### src/design/mciir_pkg.sv
package mciir_pkg;

    // Q1.15 sample and Q2.14 coefficient words
    typedef logic signed [15:0] sample_t;
    typedef logic signed [15:0] coef_word_t;

    localparam int SAMPLE_W   = 16;
    localparam int CH_W       = 3;
    localparam int CH_EXT_W   = 7;   // holds any channel count up to 127
    localparam int HIST_DEPTH = 3;
    localparam int ACC_W      = 36;  // seven Q3.29 products, exact
    localparam int FRAC_SHIFT = 14;
    localparam int ROUND_BIAS = 8192;
    localparam int TDATA_W    = 24;

    localparam int DEF_CHANNELS   = 8;
    localparam int DEF_NUM_B_TAPS = 4;
    localparam int DEF_NUM_A_TAPS = 4;

    localparam logic signed [15:0] SAT_MAX = 16'sh7FFF;
    localparam logic signed [15:0] SAT_MIN = -16'sh8000;
    localparam logic signed [15:0] B0_RESET = 16'sh4000;

    typedef logic signed [ACC_W-1:0] acc_t;

    // Register map
    typedef enum logic [2:0] {
        REG_B0 = 3'd0,
        REG_B1 = 3'd1,
        REG_B2 = 3'd2,
        REG_B3 = 3'd3,
        REG_A1 = 3'd4,
        REG_A2 = 3'd5,
        REG_A3 = 3'd6
    } reg_idx_t;

    // Item kinds carried in s_tuser
    localparam logic FUNC_FILTER = 1'b0;
    localparam logic FUNC_CLEAR  = 1'b1;

    typedef struct packed {
        coef_word_t [3:0] b;   // b[k] = b_k
        coef_word_t [2:0] a;   // a[k] = a_(k+1)
    } coef_set_t;

    typedef struct packed {
        sample_t [HIST_DEPTH-1:0] x;   // x[0] is the newest input
        sample_t [HIST_DEPTH-1:0] y;   // y[0] is the newest output
    } hist_row_t;

endpackage

### src/design/mciir_cfg.sv
module mciir_cfg (
    input  logic                  aclk,
    input  logic                  aresetn,
    input  logic                  cfg_valid,
    output logic                  cfg_ready,
    input  logic [2:0]            cfg_index,
    input  logic [15:0]           cfg_data,
    output mciir_pkg::coef_set_t  coef
);
    import mciir_pkg::*;

    coef_set_t coef_reg;

    assign cfg_ready = 1'b1;
    assign coef      = coef_reg;

    always_ff @(posedge aclk) begin
        if (!aresetn) begin
            coef_reg.b <= {{3{16'h0000}}, B0_RESET};
            coef_reg.a <= '0;
        end else if (cfg_valid) begin
            unique case (cfg_index)
                REG_B0:  coef_reg.b[0] <= cfg_data;
                REG_B1:  coef_reg.b[1] <= cfg_data;
                REG_B2:  coef_reg.b[2] <= cfg_data;
                REG_B3:  coef_reg.b[3] <= cfg_data;
                REG_A1:  coef_reg.a[0] <= cfg_data;
                REG_A2:  coef_reg.a[1] <= cfg_data;
                REG_A3:  coef_reg.a[2] <= cfg_data;
                default: ;  // unmapped index, dropped
            endcase
        end
    end

endmodule

### config.mk
export PLATFORM = sky130hd
export DESIGN_NAME = mciir_cfg
export DESIGN_NICKNAME = d
export VERILOG_FILES = /design/src/design/mciir_pkg.sv /design/src/design/mciir_cfg.sv
export SDC_FILE = /design/constraint.sdc
export NUM_CORES = 1
export LEC_CHECK = 0
export BUFFER_PORTS_ARGS = -buffer_cell sky130_fd_sc_hd__buf_4
export CORE_MARGIN = 5
export CORE_UTILIZATION = 50
export CTS_BUF_LIST = sky130_fd_sc_hd__clkbuf_4 sky130_fd_sc_hd__clkbuf_8
export CTS_CLUSTER_DIAMETER = 150
export DETAILED_ROUTE_END_ITERATION = 10
export PLACE_DENSITY = 0.79
export SKIP_CTS_REPAIR_TIMING = 1
export SLEW_MARGIN = 20
export SYNTH_ARGS = -nofsm -noshare
export SYNTH_HDL_FRONTEND = slang
export SYNTH_SLANG_ARGS = --single-unit
### constraint.sdc
create_clock -name aclk -period 1.4 [get_ports aclk]
set_input_delay 0.07 -clock aclk [delete_from_list [all_inputs] [get_ports aclk]]
set_output_delay 0.07 -clock aclk [all_outputs]
set_load 0.005 [all_outputs]
# Word level (Yosys, flattened, before mapping)
# Cells that the tools add are included.
dict set report totals {
  register_bits 112
  output_inout_bits 113
}
dict set report classes {
  n_eq_ne 6
  n_reduce_logical 8
}
# cell n
set op_table {}
lappend op_table {{$reduce_and 2->1} 7}
lappend op_table {{$eq 3x3->1 const B} 3}
lappend op_table {{$eq 3x2->1 const B} 2}
lappend op_table {{$eq 3x1->1 const B} 1}
lappend op_table {{$logic_not 3->1} 1}

# Longest topological paths before layout
dict set report logic_depth {
  depth_word 2
  depth_mapped 4
  depth_no_buf 2
}

# Worst setup path after synthesis
# No wires, ideal clock.
dict set report synth_timing {
  path_kind {input to register}
  startpoint {input cfg_index[0]}
  endpoint {register coef_reg (netlist bit coef[48])}
  setup_ps 124
  arrival_time_ps 997
  required_time_ps 1276
  slack_ps 278
  stages 4
  n_path_buf 2
  path_cell_list {or4b_1 -> buf_6 -> buf_12 -> mux2i_1}
}
dict set report synth_via {
  elab_chain_len 2
}
# element line_no
set synth_rtl {}
lappend synth_rtl {{start, declared} mciir_cfg.sv:6} ;# input logic [2:0] cfg_index,
lappend synth_rtl {{$logic_not 3->1} mciir_cfg.sv:22} ;# unique case (cfg_index)
lappend synth_rtl {{$reduce_and 2->1 (no source line)} n/a}
lappend synth_rtl {{end, declared} mciir_cfg.sv:12} ;# coef_set_t coef_reg;
# Every way passes these cells.
# A chain may end at the register's enable or synchronous reset.

# Worst setup path after layout
dict set report layout_timing {
  startpoint {register coef_reg (netlist bit coef[44])}
  endpoint {output coef[44] (netlist bit)}
}
# element line_no
set layout_lines {}
lappend layout_lines {{end, declared} mciir_cfg.sv:8} ;# output mciir_pkg::coef_set_t coef
# No word-level cell between the ends.

==> flow_metrics.tcl <==
set metrics [dict create \
    status "completed" \
    fin_skew_ps 0 \
    critPathLaunchType "register" \
    period_share_pct 66.2 \
    arrival_ps 860 \
    core_area_um2 8090 \
    drtPass1Iterations 4 \
    grt_pass1_wl_um 16800 \
    largest_reg_flops 112 \
    setup_viol 0 \
    worstSetupPathType "register to output pin" \
    finalWeightedCongestion 0.857 \
    drcViolationCount 0 \
    die_h_um 100 \
    clock-root-buffer "clkbuf_8" \
    tritoncts "yes" \
    worst_setup_path_end_kind "output pin" \
    dp.cells 614 \
    via_per_inst 5.13 \
    synth-seq-cells 112 \
    avgSynthCellArea_um2 10.5 \
    h-tree-depth 3 \
    holdWs_ps 98.6 \
    crit_required_ps 1330 \
    post-place-ws_ps 160 \
    drt_wl_total_um 10700 \
    vias 3236 \
    fin_nets 543 \
    grt.overflow.total 0 \
    critPathTopFamily "flip-flops" \
    syn_to_final_growth_pct 33.3 \
    start_util_pct 50.4 \
    crit_path_max_incr_delay_ps 380 \
    antenna_cells 0 \
    crit_chain "buf_4" \
    netlist_instances 390 \
    final_cells 631 \
    cp.depth 1 \
    cts-root-to-sink-buffers 2 \
    grt_pass1_vias 3296 \
    path_buf_inv 1 \
    num_io_pins 135 \
    setup_tns_ps 0 \
    drt_iter0_markers 71 \
    die-area_um2 10100 \
    die_w_um 100 \
    clk_latency_ps 360 \
    power_density_nw_per_um2 1020 \
    period_needed_ps 926 \
    leakagePower_nw 2.90 \
    synth_nets 412 \
    syn-cell-area_um2 4080 \
    hold_depth 3 \
    port_buffers 133 \
    worst_path_max_delay_cell "dfxtp_1" \
    wire_per_inst_um 16.9 \
    hold_viol_final 0 \
    clkTransAtPathRegs_ps 110 \
    ant_nets 0 \
    cts_inserted_buffers 9 \
    grt_max_degree 32 \
    cts.sinks 112 \
    maxCapViolCount 0 \
    clock.fmax_mhz 1080 \
    rows 33 \
    reg2reg_depth 2 \
    fin_ws_ps 474 \
    cp_max_fo 2 \
    grt_usage_pct 21.3 \
    slew_violations 0 \
    min_path_type "input pin to register" \
    yosysUniqueCellTypes 14 \
    yosysWarnings 0 \
    drive_gt1_share_pct 31.4 \
    fin_util_pct 67.2 \
    hpwl_um 7800 \
    rsz0062_at_grt "no" \
    antenna_found_initial 0 \
    vdd_drop_max_uv 691 \
    seq_area_frac_synth_pct 55.0 \
]
synthesized netlist by cell type, drive strengths merged:
cell | instances | area [um^2]
nand2 | 127 | 477
buf | 15 | 101
conb | 1 | 3.75
dfxtp | 112 | 2240
or4b | 1 | 10.0
nor4bb | 1 | 10.0
nand4b | 3 | 26.3
mux2i | 112 | 1120
clkbuf | 14 | 52.6
nand4bb | 2 | 22.5
nor2b | 2 | 12.5
per-stage QoR:
step                      total power [mW]  instance area [um^2]
after detailed placement              3.85                  5250
final                                 5.52                  5440
after global routing                  5.75                  5440
after CTS                             5.57                  5430
after floorplan                       3.59                  4080
after global placement                3.83                  5250
final cells by class:
class | count | area [um^2]
fill | 648 | 2660
sequential | 112 | 2240
multi-input combinational | 249 | 1700
timing repair buffer | 149 | 1180
clock buffer | 11 | 139
tap | 105 | 131
clock inverter | 5 | 43.8
worst min-delay path, cell delays in order:
cell     delay (ps)
buf_4           200
nand2_1          90
mux2i_1          60
cells by family (layout without fill, tap and decap cells):
| group | Yosys count | count (layout) | synth area share [%] |
|---|---|---|---|
| other | 1 | 1 | 0.0919 |
| and+or+nand+nor | 136 | 136 | 13.7 |
| buffers and inverters | 29 | 165 | 3.77 |
| muxes | 112 | 112 | 27.5 |
| DFF | 112 | 112 | 55.0 |
layer usage:
metal	wire, um	part of all wire (%)	track usage [%]
met1	4350	41	26.2
met2	5380	51	35.6
met3	505	4.7	3.82
met4	410	3.8	10.6
met5	0	0	0
cell usage in the layout (no fill, tap or decap), drive strengths merged:
cell,Yosys,layout
nor2b,2,2
buf,15,148
nand4bb,2,2
clkbuf,14,11
mux2i,112,112
nor4bb,1,1
conb,1,1
clkinv,0,5
dfxtp,112,112
or4b,1,1
nand4b,3,3
nand2,127,127
dlygate4sd3,0,1
power by group:
part           switching, mW  internal [mW]  leakage [nW]
clock                   1.05          0.705        0.0945
sequential            0.0413           3.25         0.906
combinational          0.246          0.230          1.90
final timing paths:
check / startpoint / to / slack, ps
setup / recovery: coef[44] / coef[44] / 470
setup reg to reg: coef[98] / coef[98] / 750
hold / removal: aresetn / coef[111] / 100
hold reg to reg: coef[46] / coef[46] / 460
(Power assumes the default switching activity.)
