===== config.mk =====
export PLATFORM = sky130hd
export DESIGN_NAME = mciir_hist
export DESIGN_NICKNAME = d
export VERILOG_FILES = /design/src/design/mciir_pkg.sv /design/src/design/mciir_hist.sv
export SDC_FILE = /design/constraint.sdc
export NUM_CORES = 1
export LEC_CHECK = 0
export ABC_AREA = 1
export BUFFER_PORTS_ARGS = -buffer_cell sky130_fd_sc_hd__clkbuf_2
export CAP_MARGIN = 20
export CORE_MARGIN = 5
export CORE_UTILIZATION = 45
export DETAILED_ROUTE_END_ITERATION = 16
export PLACE_DENSITY = 0.6
export SYNTH_ARGS = -nofsm -noshare
export SYNTH_HDL_FRONTEND = slang
export SYNTH_SLANG_ARGS = --single-unit
export TNS_END_PERCENT = 30

===== constraint.sdc =====
create_clock -name aclk -period 15.75 [get_ports aclk]
set_input_delay 3.15 -clock aclk [delete_from_list [all_inputs] [get_ports aclk]]
set_output_delay 3.15 -clock aclk [all_outputs]
set_load 0.1 [all_outputs]

===== src/design/mciir_pkg.sv =====
package mciir_pkg;

    // Q1.15 sample and Q2.14 coefficient words
    typedef logic signed [15:0] sample_t;
    typedef logic signed [15:0] coef_word_t;

    localparam int SAMPLE_W   = 16;
    localparam int CH_W       = 3;
    localparam int CH_EXT_W   = 7;   // holds any channel count up to 127
    localparam int HIST_DEPTH = 3;
    localparam int ACC_W      = 36;  // seven Q3.29 products, exact
    localparam int FRAC_SHIFT = 14;
    localparam int ROUND_BIAS = 8192;
    localparam int TDATA_W    = 24;

    localparam int DEF_CHANNELS   = 8;
    localparam int DEF_NUM_B_TAPS = 4;
    localparam int DEF_NUM_A_TAPS = 4;

    localparam logic signed [15:0] SAT_MAX = 16'sh7FFF;
    localparam logic signed [15:0] SAT_MIN = -16'sh8000;
    localparam logic signed [15:0] B0_RESET = 16'sh4000;

    typedef logic signed [ACC_W-1:0] acc_t;

    // Register map
    typedef enum logic [2:0] {
        REG_B0 = 3'd0,
        REG_B1 = 3'd1,
        REG_B2 = 3'd2,
        REG_B3 = 3'd3,
        REG_A1 = 3'd4,
        REG_A2 = 3'd5,
        REG_A3 = 3'd6
    } reg_idx_t;

    // Item kinds carried in s_tuser
    localparam logic FUNC_FILTER = 1'b0;
    localparam logic FUNC_CLEAR  = 1'b1;

    typedef struct packed {
        coef_word_t [3:0] b;   // b[k] = b_k
        coef_word_t [2:0] a;   // a[k] = a_(k+1)
    } coef_set_t;

    typedef struct packed {
        sample_t [HIST_DEPTH-1:0] x;   // x[0] is the newest input
        sample_t [HIST_DEPTH-1:0] y;   // y[0] is the newest output
    } hist_row_t;

endpackage


===== src/design/mciir_hist.sv =====
module mciir_hist #(
    parameter int CHANNELS = mciir_pkg::DEF_CHANNELS
) (
    input  logic                  aclk,
    input  logic                  aresetn,
    // read port, sampled when an item is taken into the stage register
    input  logic                  rd_en,
    input  logic [(CHANNELS > 1 ? $clog2(CHANNELS) : 1)-1:0] rd_idx,
    // write port, driven by the item leaving the stage register
    input  logic                  wr_en,
    input  logic [(CHANNELS > 1 ? $clog2(CHANNELS) : 1)-1:0] wr_idx,
    input  mciir_pkg::hist_row_t  wr_row,
    input  logic                  clr,
    output mciir_pkg::hist_row_t  rd_row
);
    import mciir_pkg::*;

    hist_row_t            mem [CHANNELS];
    logic [CHANNELS-1:0]  valid_reg;
    hist_row_t            mem_q_reg;
    hist_row_t            byp_row_reg;
    logic                 zero_reg;
    logic                 byp_reg;

    always_ff @(posedge aclk) begin
        if (wr_en) begin
            mem[wr_idx] <= wr_row;
        end
        if (rd_en) begin
            mem_q_reg <= mem[rd_idx];
        end
    end

    always_ff @(posedge aclk) begin
        if (!aresetn) begin
            valid_reg <= '0;
        end else if (clr) begin
            valid_reg <= '0;
        end else if (wr_en) begin
            valid_reg[wr_idx] <= 1'b1;
        end
    end

    // A clear reads as zero; else the row being written this cycle wins over the stale memory copy.
    always_ff @(posedge aclk) begin
        if (!aresetn) begin
            zero_reg <= 1'b1;
            byp_reg  <= 1'b0;
        end else if (rd_en) begin
            priority if (clr) begin
                zero_reg <= 1'b1;
                byp_reg  <= 1'b0;
            end else if (wr_en && wr_idx == rd_idx) begin
                zero_reg <= 1'b0;
                byp_reg  <= 1'b1;
            end else begin
                zero_reg <= !valid_reg[rd_idx];
                byp_reg  <= 1'b0;
            end
        end
    end

    always_ff @(posedge aclk) begin
        if (rd_en) begin
            byp_row_reg <= wr_row;
        end
    end

    always_comb begin
        priority if (zero_reg) begin
            rd_row = '0;
        end else if (byp_reg) begin
            rd_row = byp_row_reg;
        end else begin
            rd_row = mem_q_reg;
        end
    end

endmodule


---- Word level (Yosys, flattened, before mapping) ----
Memories as Yosys holds them, arrays and structs flattened. A register that Yosys moved wholly into a read port is not among the register bits.
Cells that the tools add are included.
storage, ports and cells
  bits of input ports ..................... 107
  register bits after elaboration ......... 106
  memories kept ........................... 1
  RAM bits ................................ 768
memory list
  name  words  width  read ports  clocked after memory_dff  write ports  line              text
  mem   8      96     1           1                         1            mciir_hist.sv:18  hist_row_t mem [CHANNELS];
operators by class
  reduce and logical (&&, ||, !) cells .... 4
  multiplexer cells ....................... 12
  magnitude comparators ................... 3
  eq/ne operators ......................... 1
  bitwise gates (word level) .............. 2
operators by type and width
  cell                                                                                 count
  96-bit two-way mux                                                                   2
  3-bit by 4-bit less-than comparator with 1-bit output, second input constant         2
  1-bit two-way mux                                                                    8
  8-bit OR                                                                             1
  1-bit binary-select mux with 3-bit select                                            1
  1-bit demux with 3-bit select                                                        1
  3-bit == test                                                                        1
  3-bit by 1-bit greater-or-equal comparator with 1-bit output, second input constant  1
  1-bit logical AND                                                                    2
  2-bit OR reduction                                                                   1
  1-bit zero test                                                                      1
  1-bit NOT                                                                            1

---- Logic depth before layout (Yosys ltp) ----
  depth after elaboration ................. 5
  depth in mapped cells ................... 12
  depth with buffers taken out ............ 9

---- Worst setup path before layout ----
No wires, ideal clock.
  kind .................................... input to register
  from .................................... input wr_idx[2] in the netlist's numbering
  to ...................................... memory mem[4][0] in the netlist's numbering, enable pin
  cell stages on the path ................. 4
  buffers on the path ..................... 0
  setup slack ............................. 7.812 ns
  data arrival time ....................... 7.383 ns
  library setup time ...................... 0.555 ns
  data required time ...................... 15.195 ns
  path through ............................ inv_1 nor2_1 inv_1 nor2_1
RTL lines
  item                line              text
  start: declaration  mciir_hist.sv:11  input logic [(CHANNELS > 1 ? $clog2(CHANNELS) : 1)-1:0] wr_idx,
  end: declaration    mciir_hist.sv:18
Straight into the memory's write port.

==> out/metrics.csv <==
metric;value;unit
Critical R2R Launch;zero_reg;
vias in the first global route;22800;
Overall Power;0.00567;W
largest net degree at the start of global routing;175;
outcome;finished clean;
LEAKAGE;14.5;nW
fmax;152;MHz
DR vias/cell;5.58;
total core area;81800;um^2
fin. max-slew vios;0;
initial antenna violation count;5;
layout cells sized above 1;0.130;
post_cts resized;0;
reported net switching power;0.00130;W
via count;22700;
FF+latch count, synth;970;
wire per inst;22.4;um
CTS tree;done;
RR Endpoint;zero_reg;
FILL cells;6872;
grt ovf;0;
crit end category;output port;
Iter 0 DRT Violations;2085;
Die H;297;um
Synth-to-Final Area Change;13.8;%
Final Hold Viols;0;
syn_area_per_cell;13.4;um^2
Port Buf Inserts;202;
VDD IR max;0.0930;mV
max-cap viol count;0;
FP Rows;105;
Synth Warn #;0;
drt first pass iters;5;
final worst path period need;6.59;ns
H-tree depth;3;
multi-input logic area;7170;um^2
Relative slew margins;0.238;
Final setup viols;0;
CTS sink cnt;970;
HP Start;valid_reg[5];
worst hold stages;2;
Clock Power Share;0.403;
clk_lat worst skew;0.65;ns
Tightest Hold Check Type;reg -> reg;
Storage cell area;29000;um^2
CTS clk-pin slew, worst paths;0.06;ns
Post-DP HPWL;44.0;mm
Cell Area, Synth;37000;um^2
CP Launch Type;register;
first-pass GRT wire length;138;mm
GP Congestion;0.738;
Int Power;0.00437;W
Initial Utilization;0.452;
register area share after synthesis;0.784;
Post-CTS Setup Bufs;0;
crit share post-route;0.418;
worst-case clock buffer depth;3;
Synthesized Nets;2872;
FF-to-FF setup slack;13.88;ns
Clock Skew;0.0227;ns
RSZ-0062 raised after global routing;no;
Synth cell types;19;
Slew @ Worst Pin;1.14;ns
worst reg2reg path depth;3;
WL final;91.2;mm
Ports;203;
Root Buffer;clkbuf_16;
WP data required;12.60;ns
P per Cell Area;135;nW/um^2
Data arrival, critical path;3.44;ns
remaining antenna violation count;0;
setup total negative slack;0;ns
crit-path max FO;50;
switching share of power;0.229;
Crit Path Class;reg -> out;
Cells after Synth;2765;
die width;297;um
combinational share of power;0.069;
TritonCTS Buffers;100;
DRC viols;0;
Die Area;88100;um^2
Largest register FFs;768;
sequential share of power;0.527;
WHS Endpoint;valid_reg[5];
Net count, final;3027;
number of hold-repair buffers added at the cts stage;0;
GRT Total Usage;0.201;
final cells by class:
| cell class | instances | share of cell area |
|---|---|---|
| Sequential cell | 970 | 0.689 |
| Timing Repair Buffer | 235 | 0.0320 |
| Antenna cell | 1 | 0.0000594 |
| Clock buffer | 129 | 0.0637 |
| Clock inverter | 56 | 0.0116 |
| Tap cell | 1070 | 0.0318 |
| Multi-Input combinational cell | 1601 | 0.170 |
| Inverter | 12 | 0.00140 |
layer usage:
metal	vias to the layer above	share of wire	global-route usage
met4	6	0.020	0.0566
met2	801	0.47	0.324
met1	11400	0.45	0.284
met5	-	0.00049	0
li1	10400	-	-
met3	135	0.068	0.0366
stage by stage:
step	instance area [um^2]	std cells	hold WS [ns]	setup slack (ns)	utilization
after global routing	42100	4074	0.494	8.99	0.515
after global placement	38900	3885	0.449	9.56	0.475
after floorplan	37000	2765	0.440	7.81	-
after detailed placement	38900	3886	0.458	9.46	0.475
after CTS	42100	4071	0.471	9.05	0.514
final	42100	4074	0.471	9.16	0.515
Yosys cell counts:
library cell,count,area [um^2]
edfxtp_1,960,28800
nand2_1,504,1890
nor2_1,413,1550
o21ai_0,365,1830
o22ai_1,192,1200
clkbuf_1,112,420
a21oi_1,97,485
buf_2,39,195
o21ai_1,20,100
buf_1,13,48.8
buf_4,12,90.1
dfxtp_1,10,200
inv_1,8,30.0
nand3_1,8,40.0
buf_6,6,67.6
clkinv_1,2,7.51
inv_2,2,7.51
a21boi_0,1,7.51
nor2_2,1,6.26
critical path: stages (launching register included):
cell	delay, ns
dfxtp_4	0.51
inv_4	0.58
buf_4	0.67
nand2_1	0.18
a21oi_1	0.26
clkbuf_2	0.51
cell families after synthesis:
| family | after synthesis | synth area share |
|---|---|---|
| compound gates | 675 | 0.0979 |
| buf+inv | 194 | 0.0234 |
| flops | 970 | 0.784 |
| simple gates | 926 | 0.0943 |
how the worst max path moves through the flow:
stage | startpoint | to | slack (ns) | cells past startpoint
2_1_floorplan | wr_idx[2] | mem[4][0] | 7.81 | 4
3_3_place_gp | rd_idx[0] | mem_q_reg[23] | 9.56 | 7
3_5_place_dp | rd_idx[0] | mem_q_reg[77] | 9.46 | 7
4_1_cts | byp_reg | rd_row[19] | 9.05 | 5
5_1_grt | byp_reg | rd_row[18] | 8.99 | 5
6_report | byp_reg | rd_row[18] | 9.16 | 5
power by group through the flow:
stage	clock [W]	combinational, W	sequential (W)
2_1_floorplan	0	0.000257	0.00303
3_3_place_gp	0	0.000385	0.00304
6_report	0.00229	0.000393	0.00299
3_5_place_dp	0	0.000395	0.00304
4_1_cts	0.00233	0.000395	0.00299
5_1_grt	0.00244	0.000429	0.00300
cells in the final DEF, fill, tap and decap left out:
| cell type | netlist | final |
|---|---|---|
| a21boi_0 | 1 | 1 |
| nor2_1 | 413 | 405 |
| nor2_4 | 0 | 8 |
| diode_2 | 0 | 1 |
| clkinv_8 | 0 | 1 |
| clkbuf_8 | 0 | 4 |
| buf_12 | 0 | 2 |
| edfxtp_1 | 960 | 960 |
| clkinv_2 | 0 | 20 |
| clkbuf_2 | 0 | 198 |
| nand2_1 | 504 | 504 |
| bufinv_16 | 0 | 8 |
| dfxtp_4 | 0 | 2 |
| inv_4 | 0 | 2 |
| nor2_2 | 1 | 1 |
| clkbuf_1 | 112 | 24 |
| clkinvlp_4 | 0 | 1 |
| clkbuf_16 | 0 | 102 |
| a21oi_1 | 97 | 97 |
| inv_1 | 8 | 8 |
| nand3_1 | 8 | 8 |
| inv_6 | 0 | 6 |
| buf_16 | 0 | 2 |
| dfxtp_1 | 10 | 8 |
| clkinv_1 | 2 | 21 |
| o21ai_0 | 365 | 365 |
| o22ai_1 | 192 | 192 |
| o21ai_1 | 20 | 20 |
| buf_4 | 12 | 31 |
| buf_8 | 0 | 1 |
| inv_8 | 0 | 1 |
Note: power is estimated with default switching activity, not from simulation.
